[config.mk]
export PLATFORM = sky130hd
export DESIGN_NAME = elevon_mixer_rate_limited
export DESIGN_NICKNAME = d
export VERILOG_FILES = /design/src/sv/emrl_pkg.sv /design/src/sv/elevon_mixer_rate_limited.sv /design/src/sv/emrl_front.sv /design/src/sv/emrl_queue.sv /design/src/sv/emrl_back.sv
export SDC_FILE = /design/constraint.sdc
export NUM_CORES = 2
export LEC_CHECK = 0
export ABC_AREA = 1
export BUFFER_PORTS_ARGS = -buffer_cell sky130_fd_sc_hd__buf_2
export CAP_MARGIN = 40
export CORE_MARGIN = 2
export CORE_UTILIZATION = 60
export DETAILED_ROUTE_END_ITERATION = 10
export PLACE_DENSITY = 0.81
export SETUP_SLACK_MARGIN = 0.05
export SYNTH_ARGS = -nofsm -noshare
export SYNTH_HDL_FRONTEND = slang
export SYNTH_HIERARCHICAL = 1
export SYNTH_SLANG_ARGS = --single-unit
[constraint.sdc]
create_clock -name clk -period 7.9 [get_ports clk]
set_input_delay 0.79 -clock clk [delete_from_list [all_inputs] [get_ports clk]]
set_output_delay 0.79 -clock clk [all_outputs]
set_load 0.02 [all_outputs]
[src/sv/emrl_pkg.sv]
// ============================================================================
// Elevon mixer package
// Shared types and constants of the rate-limited elevon mixer.
// ============================================================================
package emrl_pkg;

    localparam int unsigned CfgAddrW = 4;
    localparam int unsigned CfgDataW = 16;
    localparam int unsigned QueueDepth = 2;
    localparam int unsigned QueuePtrW = 1;

    // Configuration register indexes.
    localparam logic [CfgAddrW-1:0] REG_ELEVATOR_GAIN    = 4'd0;
    localparam logic [CfgAddrW-1:0] REG_AILERON_GAIN     = 4'd1;
    localparam logic [CfgAddrW-1:0] REG_RUDDER_GAIN      = 4'd2;
    localparam logic [CfgAddrW-1:0] REG_MODE_BITS        = 4'd3;
    localparam logic [CfgAddrW-1:0] REG_ELEVON_LIMIT     = 4'd4;
    localparam logic [CfgAddrW-1:0] REG_RUDDER_LIMIT     = 4'd5;
    localparam logic [CfgAddrW-1:0] REG_THROTTLE_FLOOR   = 4'd6;
    localparam logic [CfgAddrW-1:0] REG_THROTTLE_CEILING = 4'd7;

    // Mode bit positions.
    localparam int unsigned MODE_ELEVON    = 0;
    localparam int unsigned MODE_REV_LEFT  = 1;
    localparam int unsigned MODE_REV_RIGHT = 2;
    localparam int unsigned MODE_REV_RUDDER = 3;

    // Reset values of the configuration registers.
    localparam logic signed [15:0] GAIN_ONE  = 16'sd8192;
    localparam logic [14:0]        LIMIT_ONE = 15'd16384;
    localparam logic signed [15:0] THR_FLOOR_RST = 16'sd0;
    localparam logic signed [15:0] THR_CEIL_RST  = 16'sd16384;

    // Step size: floor(elapsed * 16384 / 1000), capped at 65536. Beyond
    // 4000 ms the cap always applies; below it a reciprocal multiply by
    // ceil(16.384 * 2^20) followed by a 20-bit shift is exact.
    localparam logic [31:0] STEP_CAP_MS = 32'd4000;
    localparam int unsigned ElapsedW    = 12;
    localparam logic [24:0] STEP_MUL    = 25'd17179870;
    localparam int unsigned StepShift   = 20;
    localparam int unsigned StepW       = 17;
    localparam logic [StepW-1:0] STEP_CAP = 17'd65536;

    typedef struct packed {
        logic signed [15:0] pitch_cmd;
        logic signed [15:0] roll_cmd;
        logic signed [15:0] yaw_cmd;
        logic signed [15:0] throttle_command;
        logic [31:0]        time_ms;
    } in_item_t;

    typedef struct packed {
        logic signed [15:0] left_surface;
        logic signed [15:0] right_surface;
        logic signed [15:0] rudder_out;
        logic signed [15:0] throttle_out;
    } out_item_t;

    typedef struct packed {
        logic signed [15:0] elevator_gain;
        logic signed [15:0] aileron_gain;
        logic signed [15:0] rudder_gain;
        logic [3:0]         mode_bits;
        logic [14:0]        elevon_limit;
        logic [14:0]        rudder_limit;
        logic signed [15:0] throttle_floor;
        logic signed [15:0] throttle_ceiling;
    } cfg_t;

    // Item passed from the front end to the back end.
    typedef struct packed {
        logic signed [31:0]    elev_prod;
        logic signed [31:0]    ail_prod;
        logic signed [31:0]    rud_prod;
        logic signed [15:0]    throttle;
        logic                  hold;
        logic                  step_cap;
        logic [ElapsedW-1:0]   elapsed_lo;
    } mid_item_t;

endpackage

[src/sv/elevon_mixer_rate_limited.sv]
// ============================================================================
// Rate-limited elevon mixer
// Mixes pitch, roll and yaw commands onto two surfaces and a rudder with
// clamping and a 1.0 per second slew limit, and clamps the throttle.
// ============================================================================
// The block looks like a queue on both sides. An item is written with push
// while full is low; it carries the three rate commands, the throttle and a
// millisecond time stamp. Each item yields exactly one result, which shows on
// out_item while empty is low and is taken with pop.
// Throughput is one item per cycle while the consumer keeps up: the front
// end holds a one-stage register with the 16 x 16 gain multipliers, a
// two-entry queue separates it from the back end, and the back end has a
// mix-and-clamp stage followed by the slew limiter that writes a two-entry
// output buffer. The slew limiter reads and updates the last outputs in the
// same cycle, so consecutive items follow each other with no gap.
// When the consumer stalls, the output buffer fills, then the back end and
// the queue, and finally full rises; no item is dropped.
// Reset clears all queues, sets the last outputs and last time stamp to zero
// and loads the configuration registers with their defaults. Configuration
// is written through cfg_we, cfg_addr and cfg_wdata; indexes beyond the
// register list are ignored. The user must write it only while no item is
// in flight; the block itself does not enforce this.
// ============================================================================
module elevon_mixer_rate_limited (
    input  logic                                clk,
    input  logic                                rst_n,
    input  logic                                push,
    output logic                                full,
    input  emrl_pkg::in_item_t                  in_item,
    output logic                                empty,
    input  logic                                pop,
    output emrl_pkg::out_item_t                 out_item,
    input  logic                                cfg_we,
    input  logic [emrl_pkg::CfgAddrW-1:0]       cfg_addr,
    input  logic [emrl_pkg::CfgDataW-1:0]       cfg_wdata
);

    emrl_pkg::cfg_t         cfg_reg;
    emrl_pkg::cfg_t         cfg_next;
    emrl_pkg::mid_item_t    front_item;
    emrl_pkg::mid_item_t    q_item;
    logic                   front_valid;
    logic                   q_full;
    logic                   q_empty;
    logic                   q_pop;
    logic                   b1_valid;

    // Configuration register file. Narrow registers take the low bits.
    always_comb
    begin
        cfg_next = cfg_reg;
        if (cfg_we)
        begin
            case (cfg_addr)
                emrl_pkg::REG_ELEVATOR_GAIN:    cfg_next.elevator_gain    = cfg_wdata;
                emrl_pkg::REG_AILERON_GAIN:     cfg_next.aileron_gain     = cfg_wdata;
                emrl_pkg::REG_RUDDER_GAIN:      cfg_next.rudder_gain      = cfg_wdata;
                emrl_pkg::REG_MODE_BITS:        cfg_next.mode_bits        = cfg_wdata[3:0];
                emrl_pkg::REG_ELEVON_LIMIT:     cfg_next.elevon_limit     = cfg_wdata[14:0];
                emrl_pkg::REG_RUDDER_LIMIT:     cfg_next.rudder_limit     = cfg_wdata[14:0];
                emrl_pkg::REG_THROTTLE_FLOOR:   cfg_next.throttle_floor   = cfg_wdata;
                emrl_pkg::REG_THROTTLE_CEILING: cfg_next.throttle_ceiling = cfg_wdata;
                default:                        cfg_next = cfg_reg;
            endcase
        end
    end

    always_ff @(posedge clk or negedge rst_n)
    begin
        if (!rst_n)
        begin
            cfg_reg.elevator_gain    <= emrl_pkg::GAIN_ONE;
            cfg_reg.aileron_gain     <= emrl_pkg::GAIN_ONE;
            cfg_reg.rudder_gain      <= emrl_pkg::GAIN_ONE;
            cfg_reg.mode_bits        <= 4'd0;
            cfg_reg.elevon_limit     <= emrl_pkg::LIMIT_ONE;
            cfg_reg.rudder_limit     <= emrl_pkg::LIMIT_ONE;
            cfg_reg.throttle_floor   <= emrl_pkg::THR_FLOOR_RST;
            cfg_reg.throttle_ceiling <= emrl_pkg::THR_CEIL_RST;
        end
        else
        begin
            cfg_reg <= cfg_next;
        end
    end

    // The front end takes items and forms products and the elapsed time.
    emrl_front u_front (
        .clk     (clk),
        .rst_n   (rst_n),
        .cfg     (cfg_reg),
        .push    (push),
        .full    (full),
        .in_item (in_item),
        .valid   (front_valid),
        .item    (front_item),
        .q_full  (q_full)
    );

    // The queue lets the front end and back end stall independently.
    emrl_queue u_queue (
        .clk       (clk),
        .rst_n     (rst_n),
        .push      (front_valid),
        .push_item (front_item),
        .full      (q_full),
        .pop       (q_pop),
        .pop_item  (q_item),
        .empty     (q_empty)
    );

    // The back end mixes, clamps, slew-limits and buffers the results.
    emrl_back u_back (
        .clk      (clk),
        .rst_n    (rst_n),
        .cfg      (cfg_reg),
        .q_item   (q_item),
        .q_empty  (q_empty),
        .q_pop    (q_pop),
        .b1_valid (b1_valid),
        .empty    (empty),
        .pop      (pop),
        .out_item (out_item)
    );

`ifndef NO_ASSERTIONS
    // Input backpressure only ever comes from a held front-end item.
    a_full_has_item: assert property (@(posedge clk) disable iff (!rst_n)
        full |-> front_valid)
        else $error("full raised with no item in the front register");

    // An accepted item always lands in the front register.
    a_accept_loads: assert property (@(posedge clk) disable iff (!rst_n)
        (push && !full) |=> front_valid)
        else $error("accepted item missing from the front register");

    // Taking an item from the queue always fills the mixing stage.
    a_pop_loads_b1: assert property (@(posedge clk) disable iff (!rst_n)
        q_pop |=> b1_valid)
        else $error("queue pop did not load the mixing stage");
`endif

endmodule

[src/sv/emrl_front.sv]
// ============================================================================
// Elevon mixer front end
// Accepts items, measures elapsed time, forms the gain products and clamps
// the throttle.
// ============================================================================
module emrl_front (
    input  logic                 clk,
    input  logic                 rst_n,
    input  emrl_pkg::cfg_t       cfg,
    input  logic                 push,
    output logic                 full,
    input  emrl_pkg::in_item_t   in_item,
    output logic                 valid,
    output emrl_pkg::mid_item_t  item,
    input  logic                 q_full
);

    logic                  valid_reg;
    logic                  valid_next;
    logic [31:0]           last_time_reg;
    emrl_pkg::mid_item_t   item_reg;
    emrl_pkg::mid_item_t   item_next;
    logic                  accept;
    logic [31:0]           elapsed;
    logic signed [15:0]    thr_hi;

    assign full   = valid_reg && q_full;
    assign accept = push && !full;
    assign valid  = valid_reg;
    assign item   = item_reg;

    assign elapsed = in_item.time_ms - last_time_reg;

    always_comb
    begin
        thr_hi = (in_item.throttle_command > cfg.throttle_ceiling) ?
                 cfg.throttle_ceiling : in_item.throttle_command;
        item_next.elev_prod  = in_item.pitch_cmd * cfg.elevator_gain;
        item_next.ail_prod   = in_item.roll_cmd * cfg.aileron_gain;
        item_next.rud_prod   = in_item.yaw_cmd * cfg.rudder_gain;
        item_next.throttle   = (thr_hi < cfg.throttle_floor) ? cfg.throttle_floor : thr_hi;
        item_next.hold       = (elapsed == 32'd0);
        item_next.step_cap   = (elapsed > emrl_pkg::STEP_CAP_MS);
        item_next.elapsed_lo = elapsed[emrl_pkg::ElapsedW-1:0];
        valid_next = accept || (valid_reg && q_full);
    end

    always_ff @(posedge clk or negedge rst_n)
    begin
        if (!rst_n)
        begin
            valid_reg     <= 1'b0;
            last_time_reg <= 32'd0;
        end
        else
        begin
            valid_reg <= valid_next;
            if (accept)
            begin
                last_time_reg <= in_item.time_ms;
            end
        end
    end

    always_ff @(posedge clk)
    begin
        if (accept)
        begin
            item_reg <= item_next;
        end
    end

endmodule

[src/sv/emrl_queue.sv]
// ============================================================================
// Elevon mixer decoupling queue
// Two-entry queue between the front end and the back end.
// ============================================================================
module emrl_queue (
    input  logic                 clk,
    input  logic                 rst_n,
    input  logic                 push,
    input  emrl_pkg::mid_item_t  push_item,
    output logic                 full,
    input  logic                 pop,
    output emrl_pkg::mid_item_t  pop_item,
    output logic                 empty
);

    emrl_pkg::mid_item_t                 mem [emrl_pkg::QueueDepth];
    logic [emrl_pkg::QueuePtrW-1:0]      wr_ptr_reg;
    logic [emrl_pkg::QueuePtrW-1:0]      rd_ptr_reg;
    logic [emrl_pkg::QueuePtrW:0]        count_reg;
    logic [emrl_pkg::QueuePtrW:0]        count_next;
    logic                                do_push;
    logic                                do_pop;

    assign full     = (count_reg == (emrl_pkg::QueuePtrW + 1)'(emrl_pkg::QueueDepth));
    assign empty    = (count_reg == '0);
    assign do_push  = push && !full;
    assign do_pop   = pop && !empty;
    assign pop_item = mem[rd_ptr_reg];

    always_comb
    begin
        count_next = count_reg;
        if (do_push && !do_pop)
        begin
            count_next = count_reg + 1'b1;
        end
        else if (do_pop && !do_push)
        begin
            count_next = count_reg - 1'b1;
        end
    end

    always_ff @(posedge clk or negedge rst_n)
    begin
        if (!rst_n)
        begin
            wr_ptr_reg <= '0;
            rd_ptr_reg <= '0;
            count_reg  <= '0;
        end
        else
        begin
            count_reg <= count_next;
            if (do_push)
            begin
                wr_ptr_reg <= wr_ptr_reg + 1'b1;
            end
            if (do_pop)
            begin
                rd_ptr_reg <= rd_ptr_reg + 1'b1;
            end
        end
    end

    always_ff @(posedge clk)
    begin
        if (do_push)
        begin
            mem[wr_ptr_reg] <= push_item;
        end
    end

endmodule

[src/sv/emrl_back.sv]
// ============================================================================
// Elevon mixer back end
// Scales, mixes and clamps the surfaces, applies the slew limit against the
// last outputs and buffers results for the consumer.
// ============================================================================
module emrl_back (
    input  logic                 clk,
    input  logic                 rst_n,
    input  emrl_pkg::cfg_t       cfg,
    input  emrl_pkg::mid_item_t  q_item,
    input  logic                 q_empty,
    output logic                 q_pop,
    output logic                 b1_valid,
    output logic                 empty,
    input  logic                 pop,
    output emrl_pkg::out_item_t  out_item
);

    typedef struct packed {
        logic signed [15:0]            left_t;
        logic signed [15:0]            right_t;
        logic signed [15:0]            rudder_t;
        logic signed [15:0]            throttle;
        logic [emrl_pkg::StepW-1:0]    step;
        logic                          hold;
    } b1_t;

    function automatic logic signed [15:0] clamp_lim(input logic signed [20:0] v,
                                                     input logic [14:0] lim);
        logic signed [20:0] hi;
        logic signed [20:0] res;
        hi  = signed'({6'd0, lim});
        res = v;
        if (v > hi)
        begin
            res = hi;
        end
        if (v < -hi)
        begin
            res = -hi;
        end
        return res[15:0];
    endfunction

    function automatic logic signed [15:0] slew(input logic signed [15:0] tgt,
                                                input logic signed [15:0] prev,
                                                input logic [emrl_pkg::StepW-1:0] step);
        logic signed [17:0] chg;
        logic signed [17:0] stp;
        logic signed [18:0] res;
        chg = 18'(tgt) - 18'(prev);
        stp = signed'({1'b0, step});
        if (chg > stp)
        begin
            res = 19'(prev) + 19'(stp);
        end
        else if (chg < -stp)
        begin
            res = 19'(prev) - 19'(stp);
        end
        else
        begin
            res = 19'(tgt);
        end
        return res[15:0];
    endfunction

    b1_t                    b1_reg;
    b1_t                    b1_next;
    logic                   b1_valid_reg;
    logic                   b1_valid_next;
    logic signed [18:0]     elev_s;
    logic signed [18:0]     ail_s;
    logic signed [18:0]     rud_s;
    logic signed [20:0]     e21;
    logic signed [20:0]     a21;
    logic signed [20:0]     r21;
    logic signed [20:0]     left_mix;
    logic signed [20:0]     right_mix;
    logic [36:0]            step_prod;

    logic signed [15:0]     last_left_reg;
    logic signed [15:0]     last_right_reg;
    logic signed [15:0]     last_rudder_reg;
    emrl_pkg::out_item_t    result;

    emrl_pkg::out_item_t                 obuf [emrl_pkg::QueueDepth];
    logic [emrl_pkg::QueuePtrW-1:0]      owr_ptr_reg;
    logic [emrl_pkg::QueuePtrW-1:0]      ord_ptr_reg;
    logic [emrl_pkg::QueuePtrW:0]        ocount_reg;
    logic [emrl_pkg::QueuePtrW:0]        ocount_next;
    logic                                out_full;
    logic                                out_push;
    logic                                out_pop;

    // Stage one: scale, mix, reverse, clamp and size the step.
    always_comb
    begin
        elev_s = q_item.elev_prod[31:13];
        ail_s  = q_item.ail_prod[31:13];
        rud_s  = q_item.rud_prod[31:13];
        e21    = 21'(elev_s);
        a21    = 21'(ail_s);
        r21    = 21'(rud_s);
        if (cfg.mode_bits[emrl_pkg::MODE_ELEVON])
        begin
            left_mix  = e21 + a21;
            right_mix = e21 - a21;
            if (cfg.mode_bits[emrl_pkg::MODE_REV_LEFT])
            begin
                left_mix = -left_mix;
            end
            if (cfg.mode_bits[emrl_pkg::MODE_REV_RIGHT])
            begin
                right_mix = -right_mix;
            end
        end
        else
        begin
            left_mix  = e21;
            right_mix = a21;
        end
        if (cfg.mode_bits[emrl_pkg::MODE_REV_RUDDER])
        begin
            r21 = -r21;
        end
        step_prod        = 37'(q_item.elapsed_lo) * 37'(emrl_pkg::STEP_MUL);
        b1_next.left_t   = clamp_lim(left_mix, cfg.elevon_limit);
        b1_next.right_t  = clamp_lim(right_mix, cfg.elevon_limit);
        b1_next.rudder_t = clamp_lim(r21, cfg.rudder_limit);
        b1_next.throttle = q_item.throttle;
        b1_next.hold     = q_item.hold;
        b1_next.step     = q_item.step_cap ? emrl_pkg::STEP_CAP :
                           step_prod[emrl_pkg::StepShift +: emrl_pkg::StepW];
    end

    // Stage two: unless held, slew limit against the last outputs, into the buffer.
    always_comb
    begin
        if (b1_reg.hold)
        begin
            result.left_surface  = b1_reg.left_t;
            result.right_surface = b1_reg.right_t;
            result.rudder_out    = b1_reg.rudder_t;
        end
        else
        begin
            result.left_surface  = slew(b1_reg.left_t, last_left_reg, b1_reg.step);
            result.right_surface = slew(b1_reg.right_t, last_right_reg, b1_reg.step);
            result.rudder_out    = slew(b1_reg.rudder_t, last_rudder_reg, b1_reg.step);
        end
        result.throttle_out = b1_reg.throttle;
    end

    assign out_full  = (ocount_reg == (emrl_pkg::QueuePtrW + 1)'(emrl_pkg::QueueDepth));
    assign empty     = (ocount_reg == '0);
    assign out_push  = b1_valid_reg && !out_full;
    assign out_pop   = pop && !empty;
    assign q_pop     = !q_empty && (!b1_valid_reg || out_push);
    assign b1_valid  = b1_valid_reg;
    assign out_item  = obuf[ord_ptr_reg];

    always_comb
    begin
        b1_valid_next = q_pop || (b1_valid_reg && !out_push);
        ocount_next   = ocount_reg;
        if (out_push && !out_pop)
        begin
            ocount_next = ocount_reg + 1'b1;
        end
        else if (out_pop && !out_push)
        begin
            ocount_next = ocount_reg - 1'b1;
        end
    end

    always_ff @(posedge clk or negedge rst_n)
    begin
        if (!rst_n)
        begin
            b1_valid_reg    <= 1'b0;
            last_left_reg   <= '0;
            last_right_reg  <= '0;
            last_rudder_reg <= '0;
            owr_ptr_reg     <= '0;
            ord_ptr_reg     <= '0;
            ocount_reg      <= '0;
        end
        else
        begin
            b1_valid_reg <= b1_valid_next;
            ocount_reg   <= ocount_next;
            if (out_push && !b1_reg.hold)
            begin
                last_left_reg   <= result.left_surface;
                last_right_reg  <= result.right_surface;
                last_rudder_reg <= result.rudder_out;
            end
            if (out_push)
            begin
                owr_ptr_reg <= owr_ptr_reg + 1'b1;
            end
            if (out_pop)
            begin
                ord_ptr_reg <= ord_ptr_reg + 1'b1;
            end
        end
    end

    always_ff @(posedge clk)
    begin
        if (q_pop)
        begin
            b1_reg <= b1_next;
        end
        if (out_push)
        begin
            obuf[owr_ptr_reg] <= result;
        end
    end

endmodule
Word level (Yosys, flattened, before mapping)
Memories as Yosys holds them, arrays and structs flattened.
Cells that the tools add are included.
{"block": "word_totals", "register_bits": 412, "ramBits": 380, "inputBits": 121, "output_inout_bits": 66, "word_cells": 158, "mem_count": 2}
{"block": "classes", "add_sub_neg": 26, "mul": 4, "magnitude_cmp": 15, "n_eq_ne": 9, "muxes": 28, "reduce_logical": 41}
{"name": "u_queue.mem", "depth": 2, "word_bits": 126, "rd": 1, "rd_clocked_by_memory_dff": 0, "write_ports": 1, "line_no": "emrl_queue.sv:16", "rtl": "emrl_pkg::mid_item_t mem [emrl_pkg::QueueDepth];"}
{"name": "u_back.obuf", "depth": 2, "word_bits": 64, "rd": 1, "rd_clocked_by_memory_dff": 0, "write_ports": 1, "line_no": "emrl_back.sv:87", "rtl": "emrl_pkg::out_item_t obuf [emrl_pkg::QueueDepth];"}
{"cell": "$mux 16", "n": 14}
{"cell": "$mux 21", "n": 5}
{"cell": "$mul 16x16->32", "n": 3}
{"cell": "$gt 21x16->1", "n": 3}
{"cell": "$lt 21x21->1", "n": 3}
{"cell": "$gt 17x18->1", "n": 3}
{"cell": "$lt 17x18->1", "n": 3}
{"cell": "$sub 16x16->17", "n": 3}
{"cell": "$add 16x16->16", "n": 3}
{"cell": "$mux 48", "n": 1}
{"cell": "$sub 16x16->16", "n": 3}
{"cell": "$neg 15->21", "n": 2}
{"cell": "$neg 21->21", "n": 2}
{"cell": "$mul 12x24->36 const B", "n": 1}
{"cell": "$gt 32x12->1 const B", "n": 1}
{"cell": "$logic_not 32->1", "n": 1}
{"cell": "$sub 32x32->32", "n": 1}
{"cell": "$neg 19->21", "n": 1}
{"cell": "$add 19x19->20", "n": 1}
{"cell": "$sub 19x19->20", "n": 1}
{"cell": "$neg 17->18", "n": 1}
{"cell": "$eq 4x3->1 const B", "n": 4}
{"cell": "$gt 16x16->1", "n": 1}
{"cell": "$lt 16x16->1", "n": 1}
{"cell": "other kinds (15)", "n": 61}

Depth between registers and ports, before layout
{"block": "depth", "word_depth": 9, "depth_mapped": 41, "depth_no_buf": 37}

Modules after synthesis
Netlist, hierarchy kept.
{"module": "emrl_front", "n_inst": 1, "cells_per_inst": 4515, "area_per_inst_um2": 38086.5, "seq_area_each_um2": 4609.4}
{"module": "emrl_back", "n_inst": 1, "cells_per_inst": 4372, "area_per_inst_um2": 32019.5, "seq_area_each_um2": 7632.3}
{"module": "emrl_queue", "n_inst": 1, "cells_per_inst": 689, "area_per_inst_um2": 9354.0, "seq_area_each_um2": 7667.4}
{"module": "elevon_mixer_rate_limited", "n_inst": 1, "cells_per_inst": 532, "area_per_inst_um2": 4901.0, "seq_area_each_um2": 2860.2}

Worst setup path after synthesis
OpenSTA, ideal clock, no wires.
{"block": "synth_timing", "path_type": "register to register", "startpoint": "register u_queue/count_reg[1] in the netlist's numbering", "endpoint": "memory u_queue/mem[1][0] in the netlist's numbering, enable pin", "setup_time_ns": 0.613, "t_arrival_ns": 5.804, "required_ns": 7.287, "path_slack_ns": 1.484, "path_stages_with_launch": 4, "path_buffers": 0, "cell_sequence": "dfrtp_1 inv_1 o21ai_0 nor2_1"}
{"block": "synth_via", "elab_chain_cells": 5}
{"element": "start: declaration", "line_no": "emrl_queue.sv:19", "rtl": "logic [emrl_pkg::QueuePtrW:0] count_reg;"}
{"element": "start signal: assignment", "line_no": "emrl_queue.sv:53", "rtl": "count_reg <= count_next;"}
{"element": "$eq 2x2->1", "line_no": "emrl_queue.sv:24", "rtl": "assign full = (count_reg == (emrl_pkg::QueuePtrW + 1)'(emrl_pkg::QueueDepth));"}
{"element": "$logic_not 1->1", "line_no": "emrl_queue.sv:26", "rtl": "assign do_push = push && !full;"}
{"element": "$logic_and 1x1->1", "line_no": "emrl_queue.sv:26"}
{"element": "$mux 1", "line_no": "emrl_queue.sv:67", "rtl": "if (do_push)"}
{"element": "$mux 1 (not written as such)", "line_no": "emrl_queue.sv:69", "rtl": "mem[wr_ptr_reg] <= push_item;"}
{"element": "end: declaration", "line_no": "emrl_queue.sv:16"}
Every way passes these cells.

==> flow_summary.yaml <==
clocking:
  cts_buffer_depth: 3
  cts_tree: "done"
  ctsHoldBuffers: 0
  clock_latency_ns: 0.71
  cts_resized: 0
  root_buffer: "clkbuf_16"
  clk_pin_slew_ns: 0.06
  post_cts_buffers: 0
  cts_buffers: 72
  cts.htree.levels: 3
  clkSinkCount: 675
layout:
  layout-drive-gt1-share_pct: 5.61
  fill_cells: 11062
  regArea_sq_um: 19300
  fin_nets: 11580
  multiInputGateArea_sq_um: 51400
  mostFrequentLayoutCells: "2619 x nand2_1, 2058 x inv_1, 863 x fa_1"
  syn2layout_area_growth_pct: 5.84
  largest_reg_flops: 174
  final_common_cell: "nand2_1"
routing:
  drt_iter0_markers: 6309
  drc: 0
  ant_nets: 0
  dr.pass1.iters: 7
  wl_met2_um: 104000
  routed-wl-met3_um: 15500
  totalWireLength_um: 216000
  met1_length_um: 85400
  via_per_inst: 5.59
  vias: 64961
  avgRoutedWirePerCell_um: 18.6
  top_layer: "met5"
place:
  port_buffers: 186
  place_congestion: 1.00
  place_hpwl_um: 170000
worst_setup_path:
  cpPeakStageDelay_ns: 0.52
  path_delay_family: "simple AND/OR/NAND/NOR gates"
  crit_type: "flop to flop"
  cp_slowest_cell: "ha_1"
  cp.required_ns: 8.30
  path_max_fanout: 28
  critPathCaptureType: "flop"
  cp.arrival_ns: 7.10
  worst-path-buf-inv: 7
  cp-start-kind: "flop"
  path_common_cell: "nand2_1"
sta:
  fin_crit_ns: 6.70
  worst_pin_slew_ns: 0.922
  fin_setup_tns_ns: 0
  slew_viol_final: 0
  min_period_over_period_pct: 84.8
  setup_viol: 0
  finalClockSkew_ns: 0.0474
  slew_headroom_pct: 38.5
  fmax_ghz: 0.149
  finalHoldViolations: 0
  worst_hold_slack_ns: 0.125
  rsz0062_at_grt: "false"
global_routing:
  first_global_vias: 65623
  antenna_found_initial: 5
  gr-total-overflow: 0
  track_usage_pct: 31.8
  grt_pass1_wl_um: 344000
  grt_max_degree: 95
logic_synthesis:
  ys_warn_count: 6
  syn_avg_cell_area_sq_um: 8.15
  synth_nets: 11623
  syn_inst: 9838
  syn_area_sq_um: 80100
floorplanning:
  core_sq_um: 133000
  start_util_pct: 60.3
  rows: 134
  die_area_sq_um: 137000
  ioPinCount: 187
  die_width_um: 369
  dieHeight_um: 369
min_path:
  min_path_type: "primary input to asynchronous set/reset pin"
job:
  drv_cap: 0
status:
  status: "finished clean"
## metrics by stage
| stage | setup slack (ns) | utilization [%] | cells | cell area (sq um) |
|---|---|---|---|---|
| 2_1_floorplan | 1.62 | - | 9838 | 80100 |
| 3_3_place_gp | 1.22 | 61.7 | 11479 | 82100 |
| 3_5_place_dp | 1.03 | 61.9 | 11488 | 82300 |
| 4_1_cts | 1.25 | 63.8 | 11622 | 84800 |
| 5_1_grt | 0.644 | 63.8 | 11626 | 84800 |
| 6_report | 1.20 | 63.8 | 11626 | 84800 |
## metal layers
layer | vias to the layer above | global-route usage [%]
met5 | - | 0
met4 | 4 | 15.3
li1 | 30424 | -
met3 | 621 | 4.12
met2 | 2789 | 54.0
met1 | 31123 | 40.2
## final timing paths
check                                                from                                endpoint  slack [ns]  cells past startpoint
min                                                 rst_n   u_front/last_time_reg[16]$_DFFE_PN0P_        0.13                      1
min in group clk                               in_item[3]    u_front/last_time_reg[3]$_DFFE_PN0P_        0.35                      3
max in group asynchronous                           rst_n  u_back/last_rudder_reg[10]$_DFFE_PN0P_        6.41                      2
min reg2reg                    u_front/item[79]$_DFFE_PP_            u_queue/mem[1][79]$_DFFE_PP_        0.44                      0
max reg2reg                u_queue/rd_ptr_reg$_DFFE_PN0P_             u_back/b1_reg[50]$_DFFE_PP_        1.20                     29
max                        u_queue/rd_ptr_reg$_DFFE_PN0P_             u_back/b1_reg[50]$_DFFE_PP_        1.20                     29
## area by class of cell
| type | instances | share of cell area [%] |
|---|---|---|
| multi-input cells | 6706 | 60.6 |
| flip-flops and latches | 675 | 22.7 |
| inverters | 2100 | 9.29 |
| well taps | 1768 | 2.61 |
| clock buffers | 87 | 2.29 |
| repair buffers | 240 | 1.81 |
| clock inverters | 47 | 0.702 |
| diodes | 3 | 0.00885 |
Power is left out: the tool's default activity adds up to more than one toggle a clock period on the data nets, which glitch-free logic cannot reach.
